File: src/design/assert_macros.svh
// assertion macros used by the axis core design file
`ifndef ASSERT_MACROS_SVH
`define ASSERT_MACROS_SVH

// same-cycle implication under a synchronous reset
`define ASSERT_IMPLIES(label, clk, rst, ante, cons, msg) \
   label: assert property (@(posedge clk) disable iff (rst) (ante) |-> (cons)) \
      else $error(msg);

// next-cycle implication under a synchronous reset
`define ASSERT_NEXT(label, clk, rst, ante, cons, msg) \
   label: assert property (@(posedge clk) disable iff (rst) (ante) |=> (cons)) \
      else $error(msg);

`endif

File: src/design/qlm_pkg.sv
// types and constants of the queued linear move axis
package qlm_pkg;

   localparam int QUEUE_DEPTH = 16;
   localparam int IDX_W       = $clog2(QUEUE_DEPTH);
   localparam int CNT_W       = $clog2(QUEUE_DEPTH + 1);

   localparam int POS_W       = 32;
   localparam int TIME_W      = 16;
   localparam int TL_W        = 18;
   localparam int MAG_W       = 32;
   localparam int PROD_W      = MAG_W + TIME_W;
   localparam int SUM_W       = PROD_W + 2;
   localparam int TASK_W      = POS_W + TIME_W;

   localparam int DIGIT_W     = 2;
   localparam int STEP_CYCLES = MAG_W / DIGIT_W;
   localparam int STEP_CNT_W  = $clog2(STEP_CYCLES);

   localparam int REQ_DATA_W  = 64;
   localparam int REQ_USER_W  = 2;
   localparam int RSP_DATA_W  = 72;

   localparam logic signed [POS_W-1:0] POS_MAX = {1'b0, {(POS_W-1){1'b1}}};
   localparam logic signed [POS_W-1:0] POS_MIN = {1'b1, {(POS_W-1){1'b0}}};

   typedef enum logic [1:0] {
      FUNC_ENQUEUE = 2'd0,
      FUNC_TICK    = 2'd1,
      FUNC_ENABLE  = 2'd2,
      FUNC_DISABLE = 2'd3
   } func_type;

   typedef enum logic [3:0] {
      ST_IDLE,
      ST_DECODE,
      ST_MUL,
      ST_APPLY,
      ST_CHECK,
      ST_READ,
      ST_SIGN,
      ST_DIV,
      ST_FINISH
   } state_type;

endpackage

File: src/design/qlm_ram.sv
// generic single-port-write ram with registered read
module qlm_ram #(
   parameter int WIDTH = 8,
   parameter int DEPTH = 16
) (
   input  logic                     clock,
   input  logic                     wr_en,
   input  logic [$clog2(DEPTH)-1:0] wr_addr,
   input  logic [WIDTH-1:0]         wr_data,
   input  logic                     rd_en,
   input  logic [$clog2(DEPTH)-1:0] rd_addr,
   output logic [WIDTH-1:0]         rd_data
);

   logic [WIDTH-1:0] mem [DEPTH];
   logic [WIDTH-1:0] rd_data_ff;

   always_ff @(posedge clock) begin
      if (wr_en) begin
         mem[wr_addr] <= wr_data;
      end
      if (rd_en) begin
         rd_data_ff <= mem[rd_addr];
      end
   end

   assign rd_data = rd_data_ff;

endmodule

File: src/design/qlm_mul.sv
// shift-add multiplier, rate magnitude by delta time, two bits per cycle
module qlm_mul (
   input  logic                            clock,
   input  logic                            reset,
   input  logic                            start,
   input  logic [qlm_pkg::TIME_W-1:0]      mcand,
   input  logic [qlm_pkg::MAG_W-1:0]       mplier,
   output logic                            done,
   output logic [qlm_pkg::PROD_W-1:0]      product
);

   localparam logic [qlm_pkg::STEP_CNT_W-1:0] LAST =
      qlm_pkg::STEP_CNT_W'(qlm_pkg::STEP_CYCLES - 1);

   logic [qlm_pkg::PROD_W-1:0]     acc_ff, acc_in;
   logic [qlm_pkg::TIME_W-1:0]     mcand_ff;
   logic [qlm_pkg::STEP_CNT_W-1:0] cnt_ff;
   logic                           busy_ff;
   logic                           done_ff;

   always_comb begin
      logic [qlm_pkg::TIME_W:0] hi;
      acc_in = acc_ff;
      for (int i = 0; i < qlm_pkg::DIGIT_W; i++) begin
         hi = {1'b0, acc_in[qlm_pkg::PROD_W-1:qlm_pkg::MAG_W]};
         if (acc_in[0]) begin
            hi = hi + {1'b0, mcand_ff};
         end
         acc_in = {hi, acc_in[qlm_pkg::MAG_W-1:1]};
      end
   end

   always_ff @(posedge clock) begin
      if (reset) begin
         busy_ff <= 1'b0;
         done_ff <= 1'b0;
         cnt_ff  <= '0;
      end else begin
         done_ff <= busy_ff && (cnt_ff == LAST);
         if (start) begin
            busy_ff <= 1'b1;
            cnt_ff  <= '0;
         end else if (busy_ff) begin
            cnt_ff <= cnt_ff + 1'b1;
            if (cnt_ff == LAST) begin
               busy_ff <= 1'b0;
            end
         end
      end
   end

   always_ff @(posedge clock) begin
      if (start) begin
         acc_ff   <= {{qlm_pkg::TIME_W{1'b0}}, mplier};
         mcand_ff <= mcand;
      end else if (busy_ff) begin
         acc_ff <= acc_in;
      end
   end

   assign done    = done_ff;
   assign product = acc_ff;

endmodule

File: src/design/qlm_div.sv
// restoring divider, distance magnitude by duration, two quotient bits per cycle
module qlm_div (
   input  logic                            clock,
   input  logic                            reset,
   input  logic                            start,
   input  logic [qlm_pkg::MAG_W-1:0]       dividend,
   input  logic [qlm_pkg::TIME_W-1:0]      divisor,
   output logic                            done,
   output logic [qlm_pkg::MAG_W-1:0]       quotient
);

   localparam logic [qlm_pkg::STEP_CNT_W-1:0] LAST =
      qlm_pkg::STEP_CNT_W'(qlm_pkg::STEP_CYCLES - 1);

   logic [qlm_pkg::TIME_W-1:0]     rem_ff, rem_in;
   logic [qlm_pkg::MAG_W-1:0]      quo_ff, quo_in;
   logic [qlm_pkg::TIME_W-1:0]     dsr_ff;
   logic [qlm_pkg::STEP_CNT_W-1:0] cnt_ff;
   logic                           busy_ff;
   logic                           done_ff;

   always_comb begin
      logic [qlm_pkg::TIME_W:0] trial;
      rem_in = rem_ff;
      quo_in = quo_ff;
      for (int i = 0; i < qlm_pkg::DIGIT_W; i++) begin
         trial = {rem_in, quo_in[qlm_pkg::MAG_W-1]};
         if (trial >= {1'b0, dsr_ff}) begin
            trial  = trial - {1'b0, dsr_ff};
            quo_in = {quo_in[qlm_pkg::MAG_W-2:0], 1'b1};
         end else begin
            quo_in = {quo_in[qlm_pkg::MAG_W-2:0], 1'b0};
         end
         rem_in = trial[qlm_pkg::TIME_W-1:0];
      end
   end

   always_ff @(posedge clock) begin
      if (reset) begin
         busy_ff <= 1'b0;
         done_ff <= 1'b0;
         cnt_ff  <= '0;
      end else begin
         done_ff <= busy_ff && (cnt_ff == LAST);
         if (start) begin
            busy_ff <= 1'b1;
            cnt_ff  <= '0;
         end else if (busy_ff) begin
            cnt_ff <= cnt_ff + 1'b1;
            if (cnt_ff == LAST) begin
               busy_ff <= 1'b0;
            end
         end
      end
   end

   always_ff @(posedge clock) begin
      if (start) begin
         rem_ff <= '0;
         quo_ff <= dividend;
         dsr_ff <= divisor;
      end else if (busy_ff) begin
         rem_ff <= rem_in;
         quo_ff <= quo_in;
      end
   end

   assign done     = done_ff;
   assign quotient = quo_ff;

endmodule

File: src/design/queued_linear_move_axis_core.sv
// top level of the queued linear move axis: task fifo, sequencer and result register
// One Q16.16 axis follows a fifo of (destination, duration) moves held in a small ram.
// A beat is taken whenever the sequencer is idle, also while the last result beat
// still waits at the output register. Enqueue, enable and disable beats go from
// decode to finish; a tick on a moving axis waits on the multiplier and applies the
// step; a tick that also loads the next task then reads the ram and waits on the
// divider. The fifo needs no clearing pass after reset.
`include "assert_macros.svh"

module queued_linear_move_axis_core (
   input  logic                             clock,
   input  logic                             reset,
   input  logic                             req_tvalid,
   output logic                             req_tready,
   // destination[31:0], duration[47:32], delta_time[63:48]
   input  logic [qlm_pkg::REQ_DATA_W-1:0]   req_tdata,
   // func[1:0]
   input  logic [qlm_pkg::REQ_USER_W-1:0]   req_tuser,
   output logic                             rsp_tvalid,
   input  logic                             rsp_tready,
   // position[31:0], ready_res[32], enabled[33], queue_empty[34], task_dropped[35],
   // last_queued_destination[67:36], zero[71:68]
   output logic [qlm_pkg::RSP_DATA_W-1:0]   rsp_tdata
);

   localparam int P = qlm_pkg::POS_W;
   localparam int T = qlm_pkg::TIME_W;

   qlm_pkg::state_type             state_ff, state_in;
   logic [qlm_pkg::CNT_W-1:0]      count_ff, count_in;
   logic [qlm_pkg::IDX_W-1:0]      head_ff, head_in;
   logic [qlm_pkg::IDX_W-1:0]      tail_ff, tail_in;
   logic signed [P-1:0]            pos_ff, pos_in;
   logic                           rate_neg_ff, rate_neg_in;
   logic [qlm_pkg::MAG_W-1:0]      rate_mag_ff, rate_mag_in;
   logic signed [qlm_pkg::TL_W-1:0] tl_ff, tl_in;
   logic signed [P-1:0]            target_ff, target_in;
   logic                           idle_ff, idle_in;
   logic                           enable_ff, enable_in;
   logic                           dropped_ff, dropped_in;
   logic                           rsp_valid_ff, rsp_valid_in;

   qlm_pkg::func_type              func_ff;
   logic signed [P-1:0]            dest_ff;
   logic [T-1:0]                   dur_ff;
   logic [T-1:0]                   dt_ff;
   logic signed [P:0]              diff_ff, diff_in;
   logic [T-1:0]                   dur_ld_ff, dur_ld_in;
   logic signed [P-1:0]            last_dest_ff, last_dest_in;
   logic [qlm_pkg::RSP_DATA_W-1:0] rsp_data_ff, rsp_data_in;

   logic                           mul_start, mul_done;
   logic [qlm_pkg::PROD_W-1:0]     mul_product;
   logic                           div_start, div_done;
   logic [qlm_pkg::MAG_W-1:0]      div_quotient;
   logic [qlm_pkg::MAG_W-1:0]      diff_mag;

   logic                           ram_we, ram_re;
   logic [qlm_pkg::TASK_W-1:0]     ram_rd_data;

   logic signed [qlm_pkg::SUM_W-1:0] pos_ext, prod_ext, mov_sum;
   logic signed [qlm_pkg::TL_W-1:0]  tl_next;
   logic signed [P-1:0]              pos_sat;
   logic                             req_take;
   logic                             fifo_full;
   logic [qlm_pkg::IDX_W-1:0]        head_next, tail_next;

   qlm_ram #(
      .WIDTH (qlm_pkg::TASK_W),
      .DEPTH (qlm_pkg::QUEUE_DEPTH)
   ) u_task_ram (
      .clock   (clock),
      .wr_en   (ram_we),
      .wr_addr (tail_ff),
      .wr_data ({dur_ff, dest_ff}),
      .rd_en   (ram_re),
      .rd_addr (head_ff),
      .rd_data (ram_rd_data)
   );

   qlm_mul u_mul (
      .clock   (clock),
      .reset   (reset),
      .start   (mul_start),
      .mcand   (dt_ff),
      .mplier  (rate_mag_ff),
      .done    (mul_done),
      .product (mul_product)
   );

   qlm_div u_div (
      .clock    (clock),
      .reset    (reset),
      .start    (div_start),
      .dividend (diff_mag),
      .divisor  (dur_ld_ff),
      .done     (div_done),
      .quotient (div_quotient)
   );

   assign req_tready = (state_ff == qlm_pkg::ST_IDLE);
   assign req_take   = req_tvalid && req_tready;
   assign fifo_full  = (count_ff == qlm_pkg::CNT_W'(qlm_pkg::QUEUE_DEPTH));
   assign head_next  = (head_ff == qlm_pkg::IDX_W'(qlm_pkg::QUEUE_DEPTH - 1)) ?
                       '0 : head_ff + 1'b1;
   assign tail_next  = (tail_ff == qlm_pkg::IDX_W'(qlm_pkg::QUEUE_DEPTH - 1)) ?
                       '0 : tail_ff + 1'b1;

   // advance of a move in progress, saturated to the position range
   assign pos_ext  = qlm_pkg::SUM_W'(pos_ff);
   assign prod_ext = $signed({2'b00, mul_product});
   assign mov_sum  = rate_neg_ff ? pos_ext - prod_ext : pos_ext + prod_ext;
   assign pos_sat  = (mov_sum[qlm_pkg::SUM_W-1:P-1] !=
                      {(qlm_pkg::SUM_W-P+1){mov_sum[qlm_pkg::SUM_W-1]}}) ?
                     (mov_sum[qlm_pkg::SUM_W-1] ? qlm_pkg::POS_MIN : qlm_pkg::POS_MAX) :
                     mov_sum[P-1:0];
   assign tl_next  = tl_ff - $signed({2'b00, dt_ff});
   assign diff_mag = diff_ff[P] ? qlm_pkg::MAG_W'(-diff_ff) : qlm_pkg::MAG_W'(diff_ff);

   always_comb begin
      state_in     = state_ff;
      count_in     = count_ff;
      head_in      = head_ff;
      tail_in      = tail_ff;
      pos_in       = pos_ff;
      rate_neg_in  = rate_neg_ff;
      rate_mag_in  = rate_mag_ff;
      tl_in        = tl_ff;
      target_in    = target_ff;
      idle_in      = idle_ff;
      enable_in    = enable_ff;
      dropped_in   = dropped_ff;
      rsp_valid_in = rsp_valid_ff;
      diff_in      = diff_ff;
      dur_ld_in    = dur_ld_ff;
      last_dest_in = last_dest_ff;
      rsp_data_in  = rsp_data_ff;
      mul_start    = 1'b0;
      div_start    = 1'b0;
      ram_we       = 1'b0;
      ram_re       = 1'b0;

      if (rsp_valid_ff && rsp_tready) begin
         rsp_valid_in = 1'b0;
      end

      unique case (state_ff)
         qlm_pkg::ST_IDLE: begin
            if (req_take) begin
               dropped_in = 1'b0;
               state_in   = qlm_pkg::ST_DECODE;
            end
         end
         qlm_pkg::ST_DECODE: begin
            unique case (func_ff)
               qlm_pkg::FUNC_ENQUEUE: begin
                  if (fifo_full) begin
                     dropped_in = 1'b1;
                  end else begin
                     ram_we       = 1'b1;
                     tail_in      = tail_next;
                     count_in     = count_ff + 1'b1;
                     last_dest_in = dest_ff;
                  end
                  state_in = qlm_pkg::ST_FINISH;
               end
               qlm_pkg::FUNC_TICK: begin
                  if (!enable_ff) begin
                     state_in = qlm_pkg::ST_FINISH;
                  end else if (!idle_ff) begin
                     mul_start = 1'b1;
                     state_in  = qlm_pkg::ST_MUL;
                  end else begin
                     state_in = qlm_pkg::ST_CHECK;
                  end
               end
               qlm_pkg::FUNC_ENABLE: begin
                  enable_in = 1'b1;
                  state_in  = qlm_pkg::ST_FINISH;
               end
               qlm_pkg::FUNC_DISABLE: begin
                  enable_in = 1'b0;
                  state_in  = qlm_pkg::ST_FINISH;
               end
               default: begin
                  state_in = qlm_pkg::ST_FINISH;
               end
            endcase
         end
         qlm_pkg::ST_MUL: begin
            if (mul_done) begin
               state_in = qlm_pkg::ST_APPLY;
            end
         end
         qlm_pkg::ST_APPLY: begin
            tl_in = tl_next;
            if (tl_next[qlm_pkg::TL_W-1] || (tl_next == '0)) begin
               pos_in  = target_ff;
               idle_in = 1'b1;
            end else begin
               pos_in = pos_sat;
            end
            state_in = qlm_pkg::ST_CHECK;
         end
         qlm_pkg::ST_CHECK: begin
            if (idle_ff && (count_ff != '0)) begin
               ram_re   = 1'b1;
               state_in = qlm_pkg::ST_READ;
            end else begin
               if (idle_ff) begin
                  enable_in = 1'b0;
               end
               state_in = qlm_pkg::ST_FINISH;
            end
         end
         qlm_pkg::ST_READ: begin
            diff_in   = {ram_rd_data[P-1], ram_rd_data[P-1:0]} - {pos_ff[P-1], pos_ff};
            target_in = ram_rd_data[P-1:0];
            dur_ld_in = ram_rd_data[qlm_pkg::TASK_W-1:P];
            tl_in     = $signed({2'b00, ram_rd_data[qlm_pkg::TASK_W-1:P]});
            head_in   = head_next;
            count_in  = count_ff - 1'b1;
            idle_in   = 1'b0;
            state_in  = qlm_pkg::ST_SIGN;
         end
         qlm_pkg::ST_SIGN: begin
            div_start   = 1'b1;
            rate_neg_in = diff_ff[P];
            state_in    = qlm_pkg::ST_DIV;
         end
         qlm_pkg::ST_DIV: begin
            if (div_done) begin
               rate_mag_in = (dur_ld_ff == '0) ? '0 : div_quotient;
               state_in    = qlm_pkg::ST_FINISH;
            end
         end
         qlm_pkg::ST_FINISH: begin
            if (!rsp_valid_ff || rsp_tready) begin
               rsp_valid_in = 1'b1;
               rsp_data_in  = {4'b0000,
                               (count_ff == '0) ? {P{1'b0}} : last_dest_ff,
                               dropped_ff, (count_ff == '0), enable_ff, idle_ff,
                               pos_ff};
               state_in     = qlm_pkg::ST_IDLE;
            end
         end
         default: begin
            state_in = qlm_pkg::ST_IDLE;
         end
      endcase
   end

   always_ff @(posedge clock) begin
      if (reset) begin
         state_ff     <= qlm_pkg::ST_IDLE;
         count_ff     <= '0;
         head_ff      <= '0;
         tail_ff      <= '0;
         pos_ff       <= '0;
         rate_neg_ff  <= 1'b0;
         rate_mag_ff  <= '0;
         tl_ff        <= '0;
         target_ff    <= '0;
         idle_ff      <= 1'b1;
         enable_ff    <= 1'b1;
         dropped_ff   <= 1'b0;
         rsp_valid_ff <= 1'b0;
      end else begin
         state_ff     <= state_in;
         count_ff     <= count_in;
         head_ff      <= head_in;
         tail_ff      <= tail_in;
         pos_ff       <= pos_in;
         rate_neg_ff  <= rate_neg_in;
         rate_mag_ff  <= rate_mag_in;
         tl_ff        <= tl_in;
         target_ff    <= target_in;
         idle_ff      <= idle_in;
         enable_ff    <= enable_in;
         dropped_ff   <= dropped_in;
         rsp_valid_ff <= rsp_valid_in;
      end
   end

   // request beat capture and datapath payload
   always_ff @(posedge clock) begin
      if (req_take) begin
         func_ff <= qlm_pkg::func_type'(req_tuser);
         dest_ff <= req_tdata[P-1:0];
         dur_ff  <= req_tdata[P+T-1:P];
         dt_ff   <= req_tdata[P+2*T-1:P+T];
      end
      diff_ff      <= diff_in;
      dur_ld_ff    <= dur_ld_in;
      last_dest_ff <= last_dest_in;
      rsp_data_ff  <= rsp_data_in;
   end

   assign rsp_tvalid = rsp_valid_ff;
   assign rsp_tdata  = rsp_data_ff;

   `ASSERT_IMPLIES(a_count_bound, clock, reset, 1'b1, count_ff <= qlm_pkg::CNT_W'(qlm_pkg::QUEUE_DEPTH), "fifo count beyond depth")
   `ASSERT_IMPLIES(a_empty_ptrs, clock, reset, count_ff == '0, head_ff == tail_ff, "empty fifo with unequal pointers")
   `ASSERT_IMPLIES(a_mul_done_state, clock, reset, mul_done, state_ff == qlm_pkg::ST_MUL, "multiplier finished outside its wait state")
   `ASSERT_IMPLIES(a_div_done_state, clock, reset, div_done, state_ff == qlm_pkg::ST_DIV, "divider finished outside its wait state")
   `ASSERT_NEXT(a_rsp_from_finish, clock, reset, state_ff != qlm_pkg::ST_FINISH && !rsp_valid_ff, !rsp_valid_ff, "result beat raised outside finish")

endmodule
File: config.mk
export PLATFORM = sky130hd
export DESIGN_NAME = queued_linear_move_axis_core
export DESIGN_NICKNAME = d
export VERILOG_FILES = /design/src/design/qlm_pkg.sv /design/src/design/qlm_ram.sv /design/src/design/qlm_mul.sv /design/src/design/qlm_div.sv /design/src/design/queued_linear_move_axis_core.sv
export VERILOG_INCLUDE_DIRS = /design/src /design/src/design
export SDC_FILE = /design/constraint.sdc
export NUM_CORES = 2
export LEC_CHECK = 0
export ABC_AREA = 0
export BUFFER_PORTS_ARGS = -buffer_cell sky130_fd_sc_hd__buf_2
export CAP_MARGIN = 20
export CORE_ASPECT_RATIO = 1.1
export CORE_MARGIN = 5
export CORE_UTILIZATION = 31
export CTS_CLUSTER_DIAMETER = 60
export DETAILED_ROUTE_END_ITERATION = 6
export SYNTH_ARGS = -nofsm -noshare
export SYNTH_HDL_FRONTEND = slang
export SYNTH_SLANG_ARGS = --single-unit
File: constraint.sdc
create_clock -name clock -period 14.7 [get_ports clock]
set_clock_uncertainty 0.05 [all_clocks]
set_input_delay 0.735 -clock clock [delete_from_list [all_inputs] [get_ports clock]]
set_output_delay 0.735 -clock clock [all_outputs]
set_load 0.05 [all_outputs]
After elaboration in Yosys (flattened, before gate mapping)
Memory sizes are Yosys's and may differ from the RTL's. A register that Yosys moved wholly into a read port is not among the register bits. Cells that the tools add are included. W data, S select, Z words.

Register bits: 491. Bits in writable memories: 768. Input bits: 70. Output and inout port bits: 74. Logic and storage cells: 174. Memories kept: 1.

Memory list: u_task_ram.mem (words 16, bits a word 48, rd ports 1, clocked after Yosys merged registers in 1, write ports 1, RTL line qlm_ram.sv:15) `logic [WIDTH-1:0] mem [DEPTH];`.

Add/sub/neg operators: 15. $lt $le $gt $ge: 2. Equal/unequal tests: 28. Mux-type cells: 62. Bitwise gates (word level): 1. Reduce and logical (&&, ||, !) cells: 31.

Operators by type and width (count): $mux W32 (9); $add A32 B49 Y50 (1); $mux W50 (1); $sub A32 B49 Y50 (1); $pmux W18 S2 (1); $pmux W4 S9 (1); $add A16 B16 Y17 (2); $ge A17 B16 Y1 (2); $mux W17 (2); $sub A32 B32 Y33 (1); $mux W16 (2); $mux W4 (8); $neg A32 Y32 (1); $sub A16 B16 Y16 (2); $mux W1 (29); $eq A4 B4 Y1 const B (5); $logic_not A18 Y1 (1); $ne A18 B18 Y1 (1); $sub A18 B17 Y18 (1); $add A4 B1 Y4 const B (4); $eq A4 B3 Y1 const B (4); $logic_not A16 Y1 (1); $ne A2 B2 Y1 const B (6); $reduce_and A4 Y1 (3); other kinds (27) (50).

Longest topological paths before layout
Depth in word-level cells: 6. Mapped depth: 28. Depth with buffers taken out: 25.

Cells and area by module
From an unflattened synthesis, not the netlist that was laid out.

Cells, all modules: 4041. Area, all modules: 58278.4 um^2.

Modules (own cells, without submodules): qlm_ram (times used 1, cells an instance 1242, area an instance 30171.4 um^2, sequential area each 24503.5 um^2); queued_linear_move_axis_core (times used 1, cells an instance 1911, area an instance 18889.4 um^2, sequential area each 9178.8 um^2); qlm_div (times used 1, cells an instance 444, area an instance 4609.4 um^2, sequential area each 1881.8 um^2); qlm_mul (times used 1, cells an instance 444, area an instance 4608.2 um^2, sequential area each 1881.8 um^2).

Least setup slack after synthesis
Ideal clock, no wire load.

Path kind: register -> register. Start: reg state_ff[0]. End: mem u_task_ram.mem[3][0] (netlist bit), enable pin. Library setup time: 0.513 ns. Arrival: 5.814 ns. Required time: 14.137 ns. Slack: 8.323 ns. Stages on the path, launching flop included: 8. Buffers on the path: 1. Period minus slack after synthesis: 6.377 ns. Cells stage by stage: dfxtp_1 nor2b_1 nand2_1 nor3_1 and2_1 clkbuf_1 nand2_1 nor3_1.

Longest elaborated chain between the ends: 4.

Ends and longest elaborated chain: start, declared (RTL line queued_linear_move_axis_core.sv:29) `qlm_pkg::state_type state_ff, state_in;`; start signal, assigned (RTL line queued_linear_move_axis_core.sv:255) `state_ff <= qlm_pkg::ST_IDLE;`; start signal, assigned (RTL line queued_linear_move_axis_core.sv:269) `state_ff <= state_in;`; $eq A4 B1 Y1 (RTL line queued_linear_move_axis_core.sv:147) `unique case (state_ff)`; $mux W1 (RTL line queued_linear_move_axis_core.sv:147); $mux W1 (RTL line qlm_ram.sv:19) `if (wr_en) begin`; $mux W1 (not written as such) (RTL line qlm_ram.sv:20) `mem[wr_addr] <= wr_data;`; end, declared (RTL line qlm_ram.sv:15).

Every way passes these cells.

Final worst setup path
Start: reg u_mul.acc_ff (netlist bit u_mul.product[1]). End: reg pos_ff[3].

Longest elaborated chain between the ends: 5. Elaborated cells on any way between the ends: 7. Classes of those cells: 2 x add/sub; 1 x eq/ne; 4 x mux.

Ends and longest elaborated chain: start, declared (RTL line qlm_mul.sv:15) `logic [qlm_pkg::PROD_W-1:0] acc_ff, acc_in;`; start signal, assigned (RTL line qlm_mul.sv:54) `acc_ff <= {{qlm_pkg::TIME_W{1'b0}}, mplier};`; start signal, assigned (RTL line qlm_mul.sv:57) `acc_ff <= acc_in;`; $add A32 B49 Y50 or $sub A32 B49 Y50 (tied branches) (RTL line queued_linear_move_axis_core.sv:112) `assign mov_sum = rate_neg_ff ? pos_ext - prod_ext : pos_ext + prod_ext;`; $mux W50 (*) (RTL line queued_linear_move_axis_core.sv:112); $ne A18 B18 Y1 or $mux W32 (tied branches) (RTL line queued_linear_move_axis_core.sv:113, queued_linear_move_axis_core.sv:115); $mux W32 (*) (RTL line queued_linear_move_axis_core.sv:114) `{(qlm_pkg::SUM_W-P+1){mov_sum[qlm_pkg::SUM_W-1]}}) ?`; $mux W32 (*) (RTL line queued_linear_move_axis_core.sv:197) `if (tl_next[qlm_pkg::TL_W-1] || (tl_next == '0)) begin`; end signal, assigned (RTL line queued_linear_move_axis_core.sv:273) `pos_ff <= pos_in;`; end, declared (RTL line queued_linear_move_axis_core.sv:33) `logic signed [P-1:0] pos_ff, pos_in;`.

Mark *: on every way between the ends. The rest lies on a longest branch, timed or not. A chain may end at the register's enable or synchronous reset.

==> summary.md <==
| Metric | Value |
|---|---|
| H-tree levels | `4` |
| CTS max path bufs | `3` |
| CTS buffer count | `153` |
| I/O pin count | `144` |
| Setup CP Type | `register to register` |
| Fillers | `17490` |
| Post-synth EDFFs | `1127` |
| CTS Sinks | `1307` |
| Mux contribution to synthesized area | `0.1015` |
| Ys Warns | `0` |
| Unique masters post-synth | `81` |
| Peak VDD IR | `0.1294 mV` |
| Root Buffer | `clkbuf_16` |
| Period minus WS final | `8306 ps` |
| Starting Density | `0.3119` |
| Setup Buffers After CTS | `0` |
| Max Clock Freq | `120.4 MHz` |
| Clk_lat worst skew | `800 ps` |
| Mapped Cells | `4064` |
| Ys flop type | `edfxtp_1` |
| Worst hold slack | `68.18 ps` |
| Worst Hold Class | `primary input to register` |
| Critical path endpoint category | `register` |
| TritonRoute pass-1 iters | `5` |
| Synth Cell Area | `58100 sq um` |
| Port Buffers | `139` |
| Critical path required time | `15340 ps` |
| CORE AREA | `186300 sq um` |
| Crit path arrival time | `8940 ps` |
| Compound-Gate Fraction of Synth Area | `0.07880` |
| WL per Instance | `22.03 um` |
| Pwr/cell area | `131.3 nW/um^2` |
| Unrepaired setup endpoints after global routing | `no` |
| Most frequent cells in the layout | `edfxtp_1, nand2_1, nor2_1` |
| Die width | `422.8 um` |
| Crit-path max FO | `32` |
| FFs w/ async S/R, synth | `0` |
| Vias per cell | `5.077` |
| Post-route DRC | `0` |
| Post-Syn Area per Cell | `14.30 sq um` |
| Part of the Yosys area used for sequential elements | `0.6445` |
| Vias in the first global route | `34390` |
| Largest net degree at the start of global routing | `114` |
| Die H | `464.1 um` |
| Post-DRT Antenna Nets | `0` |
| Final setup violation count | `0` |
| Row Count | `166` |
| Fin Setup TNS | `0 ps` |
| Initial antenna violation count | `10` |
| Post-synthesis xor/xnor area fraction | `0.03133` |
| Commonest non-fill, non-tap cell in the layout | `edfxtp_1` |
| Final WL | `149.9 mm` |
| Largest family of logic cells by synthesized area | `multiplexers` |
| Post-DP HPWL | `94.29 mm` |
| Tcrit/Tclk final | `0.5650` |
| Final net count | `4497` |
| Clock transition at path regs | `60 ps` |
| Leak | `0.02237 uW` |
| Max Cap Violations | `0` |
| Adder-cell share of the synthesized area | `0.04001` |
| Layout cell share with drive strength beyond 1 | `0.1687` |
| Status | `completed` |
| P&R area growth vs syn | `15.47%` |
| CP Launch Type | `register` |
| Final Max Tran Viols | `0` |
| First-pass GRT wire length | `222.9 mm` |
| DR iter-0 viols | `2861` |
| Synthesized flop and latch total | `1307` |
| Grt total ovfl | `0` |
| Die area | `196200 sq um` |
| CTS tree | `yes` |
| Via count | `34540` |
| GRT Resource Usage Total | `0.1495` |
| Routability cong. | `0.8508` |
| Max-slew headroom | `0.2621` |
| Final Hold Fails | `0` |
| Slew @ Worst Pin | `1105 ps` |
| Simple-Gate Fraction of Synth Area | `0.08119` |
==> cell usage after synthesis (all sizes together) (69+ instances only) <==
master | n | share of area
nand2 | 358 | 0.023
ha | 173 | 0.037
dfxtp | 180 | 0.062
mux4 | 240 | 0.093
a21oi | 226 | 0.019
edfxtp | 1127 | 0.58
clkbuf | 161 | 0.010
o21ai | 149 | 0.013
xor2 | 69 | 0.010
xnor2 | 138 | 0.021
inv | 151 | 0.0098
nor3 | 102 | 0.0089
nor2 | 278 | 0.018
==> metrics by stage <==
| stage | area, sq um | instances | setup WS (ps) | util | power, uW |
|---|---|---|---|---|---|
| global route | 67090 | 6801 | 5651 | 0.3601 | 9168 |
| CTS | 67080 | 6800 | 6376 | 0.3601 | 8931 |
| finish | 67090 | 6802 | 6394 | 0.3601 | 8810 |
| global placement | 61690 | 6500 | 6289 | 0.3311 | 5069 |
| floorplan | 58110 | 4067 | 8323 | - | 4836 |
| detailed placement | 61740 | 6503 | 6411 | 0.3314 | 5085 |
==> kinds of logic (layout without fill, tap and decap cells) <==
| logic type | Yosys count | after routing |
|---|---|---|
| flip-flops | 1307 | 1307 |
| AND/OR/NAND/NOR | 1020 | 1020 |
| AO/OA/AOI/OAI | 718 | 718 |
| buffers and inverters | 343 | 640 |
| multiplexers | 287 | 287 |
| XOR/XNOR | 207 | 207 |
| adder cells (fa/ha/maj) | 181 | 181 |
| other | 1 | 6 |
==> layout make-up <==
class / instances / area, sq um / share of cell area
diodes: 2 / 5.005 / 0.00007460
clock buffers: 182 / 4064 / 0.06058
clock inverters: 91 / 1042 / 0.01554
inverters: 152 / 570.5 / 0.008504
multi-input cells: 2417 / 19530 / 0.2911
flip-flops and latches: 1307 / 37460 / 0.5584
well taps: 2436 / 3048 / 0.04543
repair buffers: 215 / 1369 / 0.02040
==> per-layer routing <==
layer,share of wire,routed length (um),track usage
met4,0.024,3579,0.04157
met1,0.44,65490,0.2007
met3,0.052,7789,0.02541
met2,0.49,72970,0.2506
met5,0.000087,13,0
==> sequential cells by signal, indices dropped and copies added, names as in the netlist, 5 cells and up <==
name / cells
rate_mag_ff: 32
u_mul.mcand_ff: 16
u_task_ram.rd_data: 48
u_task_ram.mem: 768
target_ff: 32
dur_ff: 16
u_mul.product: 48
u_div.rem_ff: 16
u_div.quotient: 32
u_div.dsr_ff: 16
dur_ld_ff: 16
pos_ff: 32
dt_ff: 16
count_ff: 5
last_dest_ff: 32
tl_ff: 18
rsp_tdata: 68
diff_ff: 33
dest_ff: 32
==> critical path, cell delays in order (launching register included) <==
cell and delay (ps):
edfxtp_1 690, clkinv_1 440, ha_1 390, nand2b_1 120, nor4_1 450, nand2_1 140
nor2_1 240, nand3_1 110, nor2_1 390, a21oi_1 220, xnor2_1 180, ha_1 520
nand4_1 210, nor4_1 690, a22o_1 230, nor4_1 100, nor3_1 180, nor3b_1 100
xnor2_1 650, a31o_1 200, o2111a_1 240, nand4b_4 460, a311o_1 670, buf_8 220
o31ai_1 260
==> power by group <==
| group | internal [uW] | leakage [uW] | total, uW | switching [uW] |
|---|---|---|---|---|
| registers | 4160 | 0.0117 | 4290 | 125 |
| clock network | 2190 | 0.00250 | 3800 | 1610 |
| logic | 281 | 0.00822 | 724 | 443 |
| total | 6640 | 0.0224 | 8810 | 2170 |
==> timing repair <==
action,in CTS,in global routing
endpoints found under the hold margin,24,0
hold buffers,24,0
resized for setup,0,0
==> final timing paths <==
| check | startpoint | endpoint | slack, ps | cells after the start |
|---|---|---|---|---|
| setup / recovery | u_mul.product[1] | pos_ff[3] | 6390 | 24 |
| hold / removal | req_tdata[24] | dest_ff[24] | 70 | 1 |
| setup reg to reg | u_mul.product[1] | pos_ff[3] | 6390 | 24 |
| hold reg to reg | dur_ld_ff[10] | u_div.dsr_ff[10] | 400 | 0 |
No activity file was read; power rests on OpenSTA's default activity.
